File: config.mk
export PLATFORM = sky130hd
export DESIGN_NAME = pixel_bounding_box_trim_top
export DESIGN_NICKNAME = d
export VERILOG_FILES = /design/src/sv/bbt_pkg.sv /design/src/sv/bbt_cfg.sv /design/src/sv/bbt_scan.sv /design/src/sv/bbt_acc.sv /design/src/sv/pixel_bounding_box_trim_top.sv
export SDC_FILE = /design/constraint.sdc
export NUM_CORES = 1
export LEC_CHECK = 0
export ABC_AREA = 1
export BUFFER_PORTS_ARGS = -buffer_cell sky130_fd_sc_hd__buf_2
export CAP_MARGIN = 30
export CORE_MARGIN = 4
export CORE_UTILIZATION = 53
export CTS_CLUSTER_DIAMETER = 60
export DETAILED_ROUTE_END_ITERATION = 6
export GPL_ROUTABILITY_DRIVEN = 0
export HOLD_SLACK_MARGIN = 0.03
export PLACE_DENSITY = 0.79
export SETUP_SLACK_MARGIN = 0.05
export SYNTH_ARGS = -nofsm -noshare
export SYNTH_HDL_FRONTEND = slang
export SYNTH_SLANG_ARGS = --single-unit
File: constraint.sdc
create_clock -name clk -period 4.1 [get_ports clk]
set_input_delay 0.205 -clock clk [delete_from_list [all_inputs] [get_ports clk]]
set_output_delay 0.205 -clock clk [all_outputs]
set_load 0.02 [all_outputs]
File: src/sv/bbt_pkg.sv
// Shared types, constants and helpers for the pixel bounding-box trim block.
// Used by every module of the block; no dependencies.
`default_nettype none

package bbt_pkg;

    localparam int MAX_DIM = 4096;
    localparam int POS_W   = $clog2(MAX_DIM);
    localparam int DIM_W   = POS_W + 1;
    localparam int PIX_W   = 32;
    localparam int FMT_W   = 2;
    localparam int CFG_IDX_W  = 2;
    localparam int CFG_DATA_W = 32;

    localparam logic [FMT_W-1:0] FMT_RGBA       = 2'd0;
    localparam logic [FMT_W-1:0] FMT_GRAY_ALPHA = 2'd1;
    localparam logic [FMT_W-1:0] FMT_INDEXED    = 2'd2;

    typedef enum logic [CFG_IDX_W-1:0] {
        REG_FORMAT = 2'd0,
        REG_REF    = 2'd1,
        REG_WIDTH  = 2'd2,
        REG_HEIGHT = 2'd3
    } cfg_reg_t;

    typedef struct packed {
        logic [FMT_W-1:0] fmt;
        logic [PIX_W-1:0] ref_pix;
        logic [DIM_W-1:0] width;   // clamped
        logic [DIM_W-1:0] height;  // clamped
    } cfg_t;

    typedef struct packed {
        logic [PIX_W-1:0] pix;
        logic [POS_W-1:0] col;
        logic [POS_W-1:0] row;
        logic             last;
    } item_t;

    function automatic logic [DIM_W-1:0] clamp_dim(input logic [DIM_W-1:0] v);
        logic [DIM_W-1:0] r;
        if (v == '0)
            r = DIM_W'(1);
        else if (v > DIM_W'(MAX_DIM))
            r = DIM_W'(MAX_DIM);
        else
            r = v;
        return r;
    endfunction

    function automatic logic matches_ref(input logic [FMT_W-1:0] fmt,
                                         input logic [PIX_W-1:0] p,
                                         input logic [PIX_W-1:0] r);
        logic both_clear;
        both_clear = 1'b0;
        if (fmt == FMT_RGBA)
            both_clear = (p[31:24] == 8'd0) && (r[31:24] == 8'd0);
        else if (fmt == FMT_GRAY_ALPHA)
            both_clear = (p[15:8] == 8'd0) && (r[15:8] == 8'd0);
        return both_clear || (p == r);
    endfunction

endpackage

`default_nettype wire

File: src/sv/bbt_cfg.sv
// Configuration registers of the bounding-box trim block, with dimension clamping.
// Depends on bbt_pkg.
`default_nettype none

module bbt_cfg
(
    input  wire logic                            clk,
    input  wire logic                            rst_n,
    input  wire logic                            cfg_we,
    input  wire logic [bbt_pkg::CFG_IDX_W-1:0]   cfg_index,
    input  wire logic [bbt_pkg::CFG_DATA_W-1:0]  cfg_data,
    output bbt_pkg::cfg_t                        cfg
);

    logic [bbt_pkg::FMT_W-1:0] fmt_reg;
    logic [bbt_pkg::PIX_W-1:0] ref_reg;
    logic [bbt_pkg::DIM_W-1:0] width_reg;
    logic [bbt_pkg::DIM_W-1:0] height_reg;

    always_ff @(posedge clk or negedge rst_n)
    begin
        if (!rst_n)
        begin
            fmt_reg    <= bbt_pkg::FMT_RGBA;
            ref_reg    <= '0;
            width_reg  <= bbt_pkg::DIM_W'(1);
            height_reg <= bbt_pkg::DIM_W'(1);
        end
        else if (cfg_we)
        begin
            unique case (bbt_pkg::cfg_reg_t'(cfg_index))
                bbt_pkg::REG_FORMAT: fmt_reg    <= cfg_data[bbt_pkg::FMT_W-1:0];
                bbt_pkg::REG_REF:    ref_reg    <= cfg_data[bbt_pkg::PIX_W-1:0];
                bbt_pkg::REG_WIDTH:  width_reg  <= cfg_data[bbt_pkg::DIM_W-1:0];
                bbt_pkg::REG_HEIGHT: height_reg <= cfg_data[bbt_pkg::DIM_W-1:0];
                default: ;
            endcase
        end
    end

    always_comb
    begin
        cfg.fmt     = fmt_reg;
        cfg.ref_pix = ref_reg;
        cfg.width   = bbt_pkg::clamp_dim(width_reg);
        cfg.height  = bbt_pkg::clamp_dim(height_reg);
    end

endmodule

`default_nettype wire

File: src/sv/bbt_scan.sv
// Raster position counter and input register: tags each pixel with column, row, last.
// Depends on bbt_pkg.
`default_nettype none

module bbt_scan
(
    input  wire logic                        clk,
    input  wire logic                        rst_n,
    input  bbt_pkg::cfg_t                    cfg,
    input  wire logic                        pixel_valid,
    output logic                             pixel_stall,
    input  wire logic [bbt_pkg::PIX_W-1:0]   pixel,
    input  wire logic                        acc_ready,
    output logic                             item_valid,
    output bbt_pkg::item_t                   item
);

    logic [bbt_pkg::POS_W-1:0] col_reg, col_next;
    logic [bbt_pkg::POS_W-1:0] row_reg, row_next;
    logic                      valid_reg, valid_next;
    bbt_pkg::item_t            item_reg, item_next;
    logic                      advance;
    logic                      accept;
    logic                      row_end;
    logic                      img_end;

    assign advance     = !valid_reg || acc_ready;
    assign pixel_stall = !advance;
    assign accept      = pixel_valid && advance;

    assign row_end = ({1'b0, col_reg} + bbt_pkg::DIM_W'(1)) >= cfg.width;
    assign img_end = ({1'b0, row_reg} + bbt_pkg::DIM_W'(1)) >= cfg.height;

    always_comb
    begin
        col_next   = col_reg;
        row_next   = row_reg;
        valid_next = valid_reg;
        item_next  = item_reg;
        if (advance)
            valid_next = pixel_valid;
        if (accept)
        begin
            item_next.pix  = pixel;
            item_next.col  = col_reg;
            item_next.row  = row_reg;
            item_next.last = row_end && img_end;
            if (!row_end)
            begin
                col_next = col_reg + bbt_pkg::POS_W'(1);
            end
            else if (!img_end)
            begin
                col_next = '0;
                row_next = row_reg + bbt_pkg::POS_W'(1);
            end
            else
            begin
                col_next = '0;
                row_next = '0;
            end
        end
    end

    always_ff @(posedge clk or negedge rst_n)
    begin
        if (!rst_n)
        begin
            col_reg   <= '0;
            row_reg   <= '0;
            valid_reg <= 1'b0;
        end
        else
        begin
            col_reg   <= col_next;
            row_reg   <= row_next;
            valid_reg <= valid_next;
        end
    end

    always_ff @(posedge clk)
    begin
        item_reg <= item_next;
    end

    assign item_valid = valid_reg;
    assign item       = item_reg;

endmodule

`default_nettype wire

File: src/sv/bbt_acc.sv
// Background compare, running min/max bounds and the result register.
// Depends on bbt_pkg.
`default_nettype none

module bbt_acc
(
    input  wire logic                        clk,
    input  wire logic                        rst_n,
    input  bbt_pkg::cfg_t                    cfg,
    input  wire logic                        item_valid,
    input  bbt_pkg::item_t                   item,
    output logic                             acc_ready,
    output logic                             box_valid,
    input  wire logic                        box_stall,
    output logic [bbt_pkg::DIM_W-1:0]        box_x,
    output logic [bbt_pkg::DIM_W-1:0]        box_y,
    output logic [bbt_pkg::DIM_W-1:0]        box_w,
    output logic [bbt_pkg::DIM_W-1:0]        box_h,
    output logic                             nonempty
);

    logic [bbt_pkg::POS_W-1:0] min_col_reg, min_col_next;
    logic [bbt_pkg::POS_W-1:0] max_col_reg, max_col_next;
    logic [bbt_pkg::POS_W-1:0] min_row_reg, min_row_next;
    logic [bbt_pkg::POS_W-1:0] max_row_reg, max_row_next;
    logic                      seen_reg, seen_next;
    logic                      out_valid_reg, out_valid_next;
    logic [bbt_pkg::DIM_W-1:0] x_reg, x_next;
    logic [bbt_pkg::DIM_W-1:0] y_reg, y_next;
    logic [bbt_pkg::DIM_W-1:0] w_reg, w_next;
    logic [bbt_pkg::DIM_W-1:0] h_reg, h_next;
    logic                      ne_reg, ne_next;
    logic                      fire;
    logic                      diff;
    logic [bbt_pkg::POS_W-1:0] upd_min_col, upd_max_col;
    logic [bbt_pkg::POS_W-1:0] upd_min_row, upd_max_row;
    logic                      upd_seen;

    assign acc_ready = !(item.last && out_valid_reg && box_stall);
    assign fire      = item_valid && acc_ready;
    assign diff      = !bbt_pkg::matches_ref(cfg.fmt, item.pix, cfg.ref_pix);

    always_comb
    begin
        upd_min_col = min_col_reg;
        upd_max_col = max_col_reg;
        upd_min_row = min_row_reg;
        upd_max_row = max_row_reg;
        upd_seen    = seen_reg;
        if (diff)
        begin
            if (item.col < min_col_reg) upd_min_col = item.col;
            if (item.col > max_col_reg) upd_max_col = item.col;
            if (item.row < min_row_reg) upd_min_row = item.row;
            if (item.row > max_row_reg) upd_max_row = item.row;
            upd_seen = 1'b1;
        end
    end

    always_comb
    begin
        min_col_next   = min_col_reg;
        max_col_next   = max_col_reg;
        min_row_next   = min_row_reg;
        max_row_next   = max_row_reg;
        seen_next      = seen_reg;
        out_valid_next = out_valid_reg && box_stall;
        x_next         = x_reg;
        y_next         = y_reg;
        w_next         = w_reg;
        h_next         = h_reg;
        ne_next        = ne_reg;
        if (fire)
        begin
            if (item.last)
            begin
                min_col_next   = '1;
                max_col_next   = '0;
                min_row_next   = '1;
                max_row_next   = '0;
                seen_next      = 1'b0;
                out_valid_next = 1'b1;
                ne_next        = upd_seen;
                if (upd_seen)
                begin
                    x_next = {1'b0, upd_min_col};
                    y_next = {1'b0, upd_min_row};
                    w_next = {1'b0, upd_max_col} - {1'b0, upd_min_col}
                             + bbt_pkg::DIM_W'(1);
                    h_next = {1'b0, upd_max_row} - {1'b0, upd_min_row}
                             + bbt_pkg::DIM_W'(1);
                end
                else
                begin
                    x_next = cfg.width;
                    y_next = cfg.height;
                    w_next = '0;
                    h_next = '0;
                end
            end
            else
            begin
                min_col_next = upd_min_col;
                max_col_next = upd_max_col;
                min_row_next = upd_min_row;
                max_row_next = upd_max_row;
                seen_next    = upd_seen;
            end
        end
    end

    always_ff @(posedge clk or negedge rst_n)
    begin
        if (!rst_n)
        begin
            min_col_reg   <= '1;
            max_col_reg   <= '0;
            min_row_reg   <= '1;
            max_row_reg   <= '0;
            seen_reg      <= 1'b0;
            out_valid_reg <= 1'b0;
        end
        else
        begin
            min_col_reg   <= min_col_next;
            max_col_reg   <= max_col_next;
            min_row_reg   <= min_row_next;
            max_row_reg   <= max_row_next;
            seen_reg      <= seen_next;
            out_valid_reg <= out_valid_next;
        end
    end

    always_ff @(posedge clk)
    begin
        x_reg  <= x_next;
        y_reg  <= y_next;
        w_reg  <= w_next;
        h_reg  <= h_next;
        ne_reg <= ne_next;
    end

    assign box_valid = out_valid_reg;
    assign box_x     = x_reg;
    assign box_y     = y_reg;
    assign box_w     = w_reg;
    assign box_h     = h_reg;
    assign nonempty  = ne_reg;

    // end of image always leaves the bounds cleared
    a_clear_after_last: assert property (@(posedge clk) disable iff (!rst_n)
        (fire && item.last) |=> (!seen_reg && max_col_reg == '0 && max_row_reg == '0))
        else $error("bounds not cleared after end of image");

    a_bounds_ordered: assert property (@(posedge clk) disable iff (!rst_n)
        seen_reg |-> (min_col_reg <= max_col_reg && min_row_reg <= max_row_reg))
        else $error("bounds out of order");

    a_nonempty_size: assert property (@(posedge clk) disable iff (!rst_n)
        (box_valid && nonempty) |-> (box_w != '0 && box_h != '0))
        else $error("nonempty box with zero size");

    a_no_overwrite: assert property (@(posedge clk) disable iff (!rst_n)
        (box_valid && box_stall) |-> !(fire && item.last))
        else $error("result overwritten while stalled");

endmodule

`default_nettype wire

File: src/sv/pixel_bounding_box_trim_top.sv
// Top level of the pixel bounding-box trim block.
// Depends on bbt_pkg, bbt_cfg, bbt_scan and bbt_acc.
//
//  Channel  Handshake                Payload
//  -------  -----------------------  -------------------------------------
//  pixel    pixel_valid/pixel_stall  pixel[31:0]
//  box      box_valid/box_stall      box_x, box_y, box_w, box_h, nonempty
//  cfg      cfg_we                   cfg_index[1:0], cfg_data[31:0]
//
//  One pixel per clock while pixel_stall is low. The last pixel's transaction reaches box_valid
//  through the input register, then compare/min-max logic into the result register.
//  Reset clears the scan position, bounds and configuration; no clearing pass.
//  pixel_stall rises only when a last pixel waits behind a result still held by box_stall.
`default_nettype none

module pixel_bounding_box_trim_top
(
    input  wire logic                            clk,
    input  wire logic                            rst_n,
    input  wire logic                            cfg_we,
    input  wire logic [bbt_pkg::CFG_IDX_W-1:0]   cfg_index,
    input  wire logic [bbt_pkg::CFG_DATA_W-1:0]  cfg_data,
    input  wire logic                            pixel_valid,
    output logic                                 pixel_stall,
    input  wire logic [bbt_pkg::PIX_W-1:0]       pixel,
    output logic                                 box_valid,
    input  wire logic                            box_stall,
    output logic [bbt_pkg::DIM_W-1:0]            box_x,
    output logic [bbt_pkg::DIM_W-1:0]            box_y,
    output logic [bbt_pkg::DIM_W-1:0]            box_w,
    output logic [bbt_pkg::DIM_W-1:0]            box_h,
    output logic                                 nonempty
);

    bbt_pkg::cfg_t  cfg;
    bbt_pkg::item_t item;
    logic           item_valid;
    logic           acc_ready;

    bbt_cfg u_cfg
    (
        .clk       (clk),
        .rst_n     (rst_n),
        .cfg_we    (cfg_we),
        .cfg_index (cfg_index),
        .cfg_data  (cfg_data),
        .cfg       (cfg)
    );

    bbt_scan u_scan
    (
        .clk         (clk),
        .rst_n       (rst_n),
        .cfg         (cfg),
        .pixel_valid (pixel_valid),
        .pixel_stall (pixel_stall),
        .pixel       (pixel),
        .acc_ready   (acc_ready),
        .item_valid  (item_valid),
        .item        (item)
    );

    bbt_acc u_acc
    (
        .clk        (clk),
        .rst_n      (rst_n),
        .cfg        (cfg),
        .item_valid (item_valid),
        .item       (item),
        .acc_ready  (acc_ready),
        .box_valid  (box_valid),
        .box_stall  (box_stall),
        .box_x      (box_x),
        .box_y      (box_y),
        .box_w      (box_w),
        .box_h      (box_h),
        .nonempty   (nonempty)
    );

endmodule

`default_nettype wire

==> results.json <==
{
  "synthCells": 1903,
  "netlist-cell-type-count": 42,
  "drt-total-wl_um": 39300,
  "rsz0062_at_grt": "true",
  "floorplan.core_area_sq_um": 27900,
  "clk_path_buf_depth": 3,
  "sum_of_net_half_perimeters_after_detailed_placement_um": 26200,
  "antenna-diode-count": 0,
  "design.die.area_sq_um": 31200,
  "fin_ws_ns": 0.280,
  "synth_enable_flop_cells": 110,
  "global_route.usage.total_pct": 24.8,
  "hold_depth": 4,
  "remaining_drc_errors": 0,
  "synthesis.nets": 2096,
  "avgViaCountPerCell": 5.40,
  "first_pass_grt_wire_length_um": 63800,
  "maxSlewViolCount": 0,
  "netlist_area_sq_um": 15100,
  "worst_ep_required_time_ns": 4.50,
  "first_global_vias": 13200,
  "antenna_found_initial": 0,
  "cp-start-kind": "register",
  "clock_pin_slew_reported_for_the_worst_setup_and_hold_paths_after_clock_tree_synthesis_ns": 0.06,
  "min_from": "cfg_index[0]",
  "data_arrival_at_the_endpoint_of_the_critical_path_ns": 4.22,
  "crit_path_max_fanout": 6,
  "grt_start_max_net_pins": 105,
  "cts-root-buf": "sky130_fd_sc_hd__clkbuf_16",
  "largest_register_ff_count": 57,
  "final.setup_skew_ns": 0.0187,
  "ys_async_sr_fraction_pct": 55.1,
  "routed_wire_length_per_instance_um": 15.7,
  "hold_viol": 0,
  "syn_area_per_cell_sq_um": 7.91,
  "die_w_um": 177,
  "cts-htree-levels": 1,
  "via_count": 13500,
  "finalCriticalPeriod_ns": 3.82,
  "minimum_setup_slack_after_placement_ns": 0.182,
  "final_net_count": 2292,
  "run_status": "completed",
  "port-buffer-count": 125,
  "hold_path.class": "in2reg",
  "critical_path.reg2reg.endpoint": "u_acc.box_h[12]",
  "detail_route.iter0.violations": 1225,
  "synth_seq_cells": 245,
  "reported_leakage_power_nw": 9.24,
  "mostFrequentLayoutCell": "sky130_fd_sc_hd__nand2_1",
  "grt_overflow_total": 0,
  "cts_tree": "yes",
  "fin_crit_sh_pct": 93.2,
  "timing.slew.headroom_pct": 45.8,
  "design_power_total_mw": 13.0,
  "worst_r2r_startpoint": "u_acc.min_row_reg[11]",
  "holdPathEnd": "u_cfg.fmt_reg[1]",
  "tritoncts_num_sinks": 245,
  "power.density_cell_area_nw_per_um2": 726,
  "worst_setup_path_end_kind": "register",
  "setup.worst_path.class": "reg2reg",
  "drt_pass1_iterations": 5,
  "max-vdd-ir-drop_mv": 0.379,
  "synth.yosys.warnings": 0,
  "finalInstanceArea_sq_um": 17900,
  "final_layout_size_suffix_gt1_share_pct": 13.3,
  "synth_seq_area_share_pct": 44.6,
  "placementRows": 61,
  "area_growth_pct": 18.7,
  "cts_made_buffers": 28,
  "r2r_setup_slack_ns": 0.28,
  "io-pin-count": 126,
  "antenna_left": 0,
  "initial_utilization_pct": 53.9,
  "synthFlopType": "sky130_fd_sc_hd__edfxtp_1",
  "worstRegToRegCells": 21,
  "max-cap-violations": 0,
  "dpl-instance-area_sq_um": 16100,
  "mostFrequentLayoutCells": "sky130_fd_sc_hd__nand2_1 (653), sky130_fd_sc_hd__inv_1 (244), sky130_fd_sc_hd__nand3_1 (146)",
  "worstSkewPairLatency_ns": 0.57,
  "worstMarginPinSlew_ns": 0.811,
  "fp.dieH_um": 177,
  "nFillCells": 2268,
  "setup-violations-final": 0,
  "fmaxAchievable_ghz": 0.262
}
where the power goes:
group	internal (mW)	switching, mW	total [mW]
Clock	1.57	1.03	2.60
Combinational	2.55	4.01	6.55
Sequential	3.45	0.373	3.82
logic make-up after synthesis:
logic type | Yosys count | share of synthesized area, %
simple gates | 1028 | 28.8
flops | 245 | 44.6
fa+ha+maj | 122 | 10.2
xor+xnor | 34 | 1.98
mux | 10 | 0.748
compound gates | 158 | 5.56
buf+inv | 306 | 8.13
critical path: stages (launching register included):
cell and delay [ns]:
sky130_fd_sc_hd__dfstp_2 0.53, sky130_fd_sc_hd__inv_1 0.07, sky130_fd_sc_hd__ha_1 0.29, sky130_fd_sc_hd__nand2_1 0.14, sky130_fd_sc_hd__inv_1 0.07, sky130_fd_sc_hd__nand2_1 0.07, sky130_fd_sc_hd__nand2_1 0.08, sky130_fd_sc_hd__a21oi_4 0.17
sky130_fd_sc_hd__buf_4 0.19, sky130_fd_sc_hd__nand3_1 0.08, sky130_fd_sc_hd__nand2_1 0.07, sky130_fd_sc_hd__nand3_1 0.08, sky130_fd_sc_hd__nand2_1 0.12, sky130_fd_sc_hd__inv_1 0.05, sky130_fd_sc_hd__ha_1 0.29, sky130_fd_sc_hd__ha_1 0.37
sky130_fd_sc_hd__a21oi_1 0.21, sky130_fd_sc_hd__nand2_1 0.14, sky130_fd_sc_hd__nand3_1 0.10, sky130_fd_sc_hd__o2111ai_1 0.13, sky130_fd_sc_hd__or2_2 0.29, sky130_fd_sc_hd__a21oi_1 0.12
area by class of cell:
type	count	area [sq um]	share of cell area (%)
sequential	245	6710	37.6
timing repair buffer	219	1560	8.75
inverter	253	952	5.33
multi-input combinational	1352	7200	40.3
clock inverter	16	205	1.15
clock buffer	36	762	4.26
tap	378	473	2.65
stage by stage:
step	std cells	setup TNS (ns)	hold WS, ns	util (%)
after floorplan	1903	0	-0.0906	-
after global placement	2372	0	0.382	57.5
after detailed placement	2373	0	0.383	57.6
after CTS	2493	0	0.0584	63.5
after global routing	2499	-0.0139	0.100	64.0
final	2499	0	0.0887	64.0
timing repair:
| item | 4_1_cts | 5_1_grt |
|---|---|---|
| hold buffers | 68 | 1 |
| hold endpoints to repair | 181 | 8 |
| resized for setup | 0 | 25 |
| setup buffers | 0 | 3 |
| endpoints found under the setup margin | 0 | 14 |
synthesized netlist by cell type (all sizes together) (10+ instances only):
library cell / number / area, sq um
and2: 23 / 144
edfxtp: 110 / 3300
mux2: 10 / 113
nand3: 147 / 736
nor2: 118 / 445
nand4: 20 / 125
dfstp: 26 / 683
clkbuf: 25 / 93.8
inv: 252 / 948
o21ai: 73 / 365
nand2: 672 / 2560
or2: 11 / 68.8
xor2: 17 / 149
dfrtp: 109 / 2730
nor3: 10 / 50.1
buf: 28 / 179
nand3b: 22 / 165
ha: 120 / 1500
xnor2: 17 / 149
a21oi: 68 / 340
layer usage:
metal / vias up / GRT usage, % / wire length (um)
li1: 6504 / - / -
met5: - / 0 / 0
met1: 6272 / 32.3 / 15900
met3: 96 / 5.07 / 3540
met2: 619 / 41.8 / 18700
met4: 0 / 7.90 / 1210
how the worst max path moves through the flow:
stage / start / to / slack, ns / cells past startpoint
3_5_place_dp: u_acc.min_col_reg[11] / u_acc.box_w[10] / 0.18 / 22
3_3_place_gp: u_acc.min_row_reg[11] / u_acc.box_h[10] / 0.29 / 22
2_1_floorplan: u_acc.min_row_reg[11] / u_acc.box_h[9] / 0.64 / 22
5_1_grt: u_acc.min_col_reg[7] / u_acc.box_w[9] / -0.01 / 22
6_report: u_acc.min_row_reg[11] / u_acc.box_h[12] / 0.28 / 21
4_1_cts: u_acc.min_col_reg[11] / u_acc.box_w[10] / 0.15 / 22
Power figures use the tool's default switching activity.
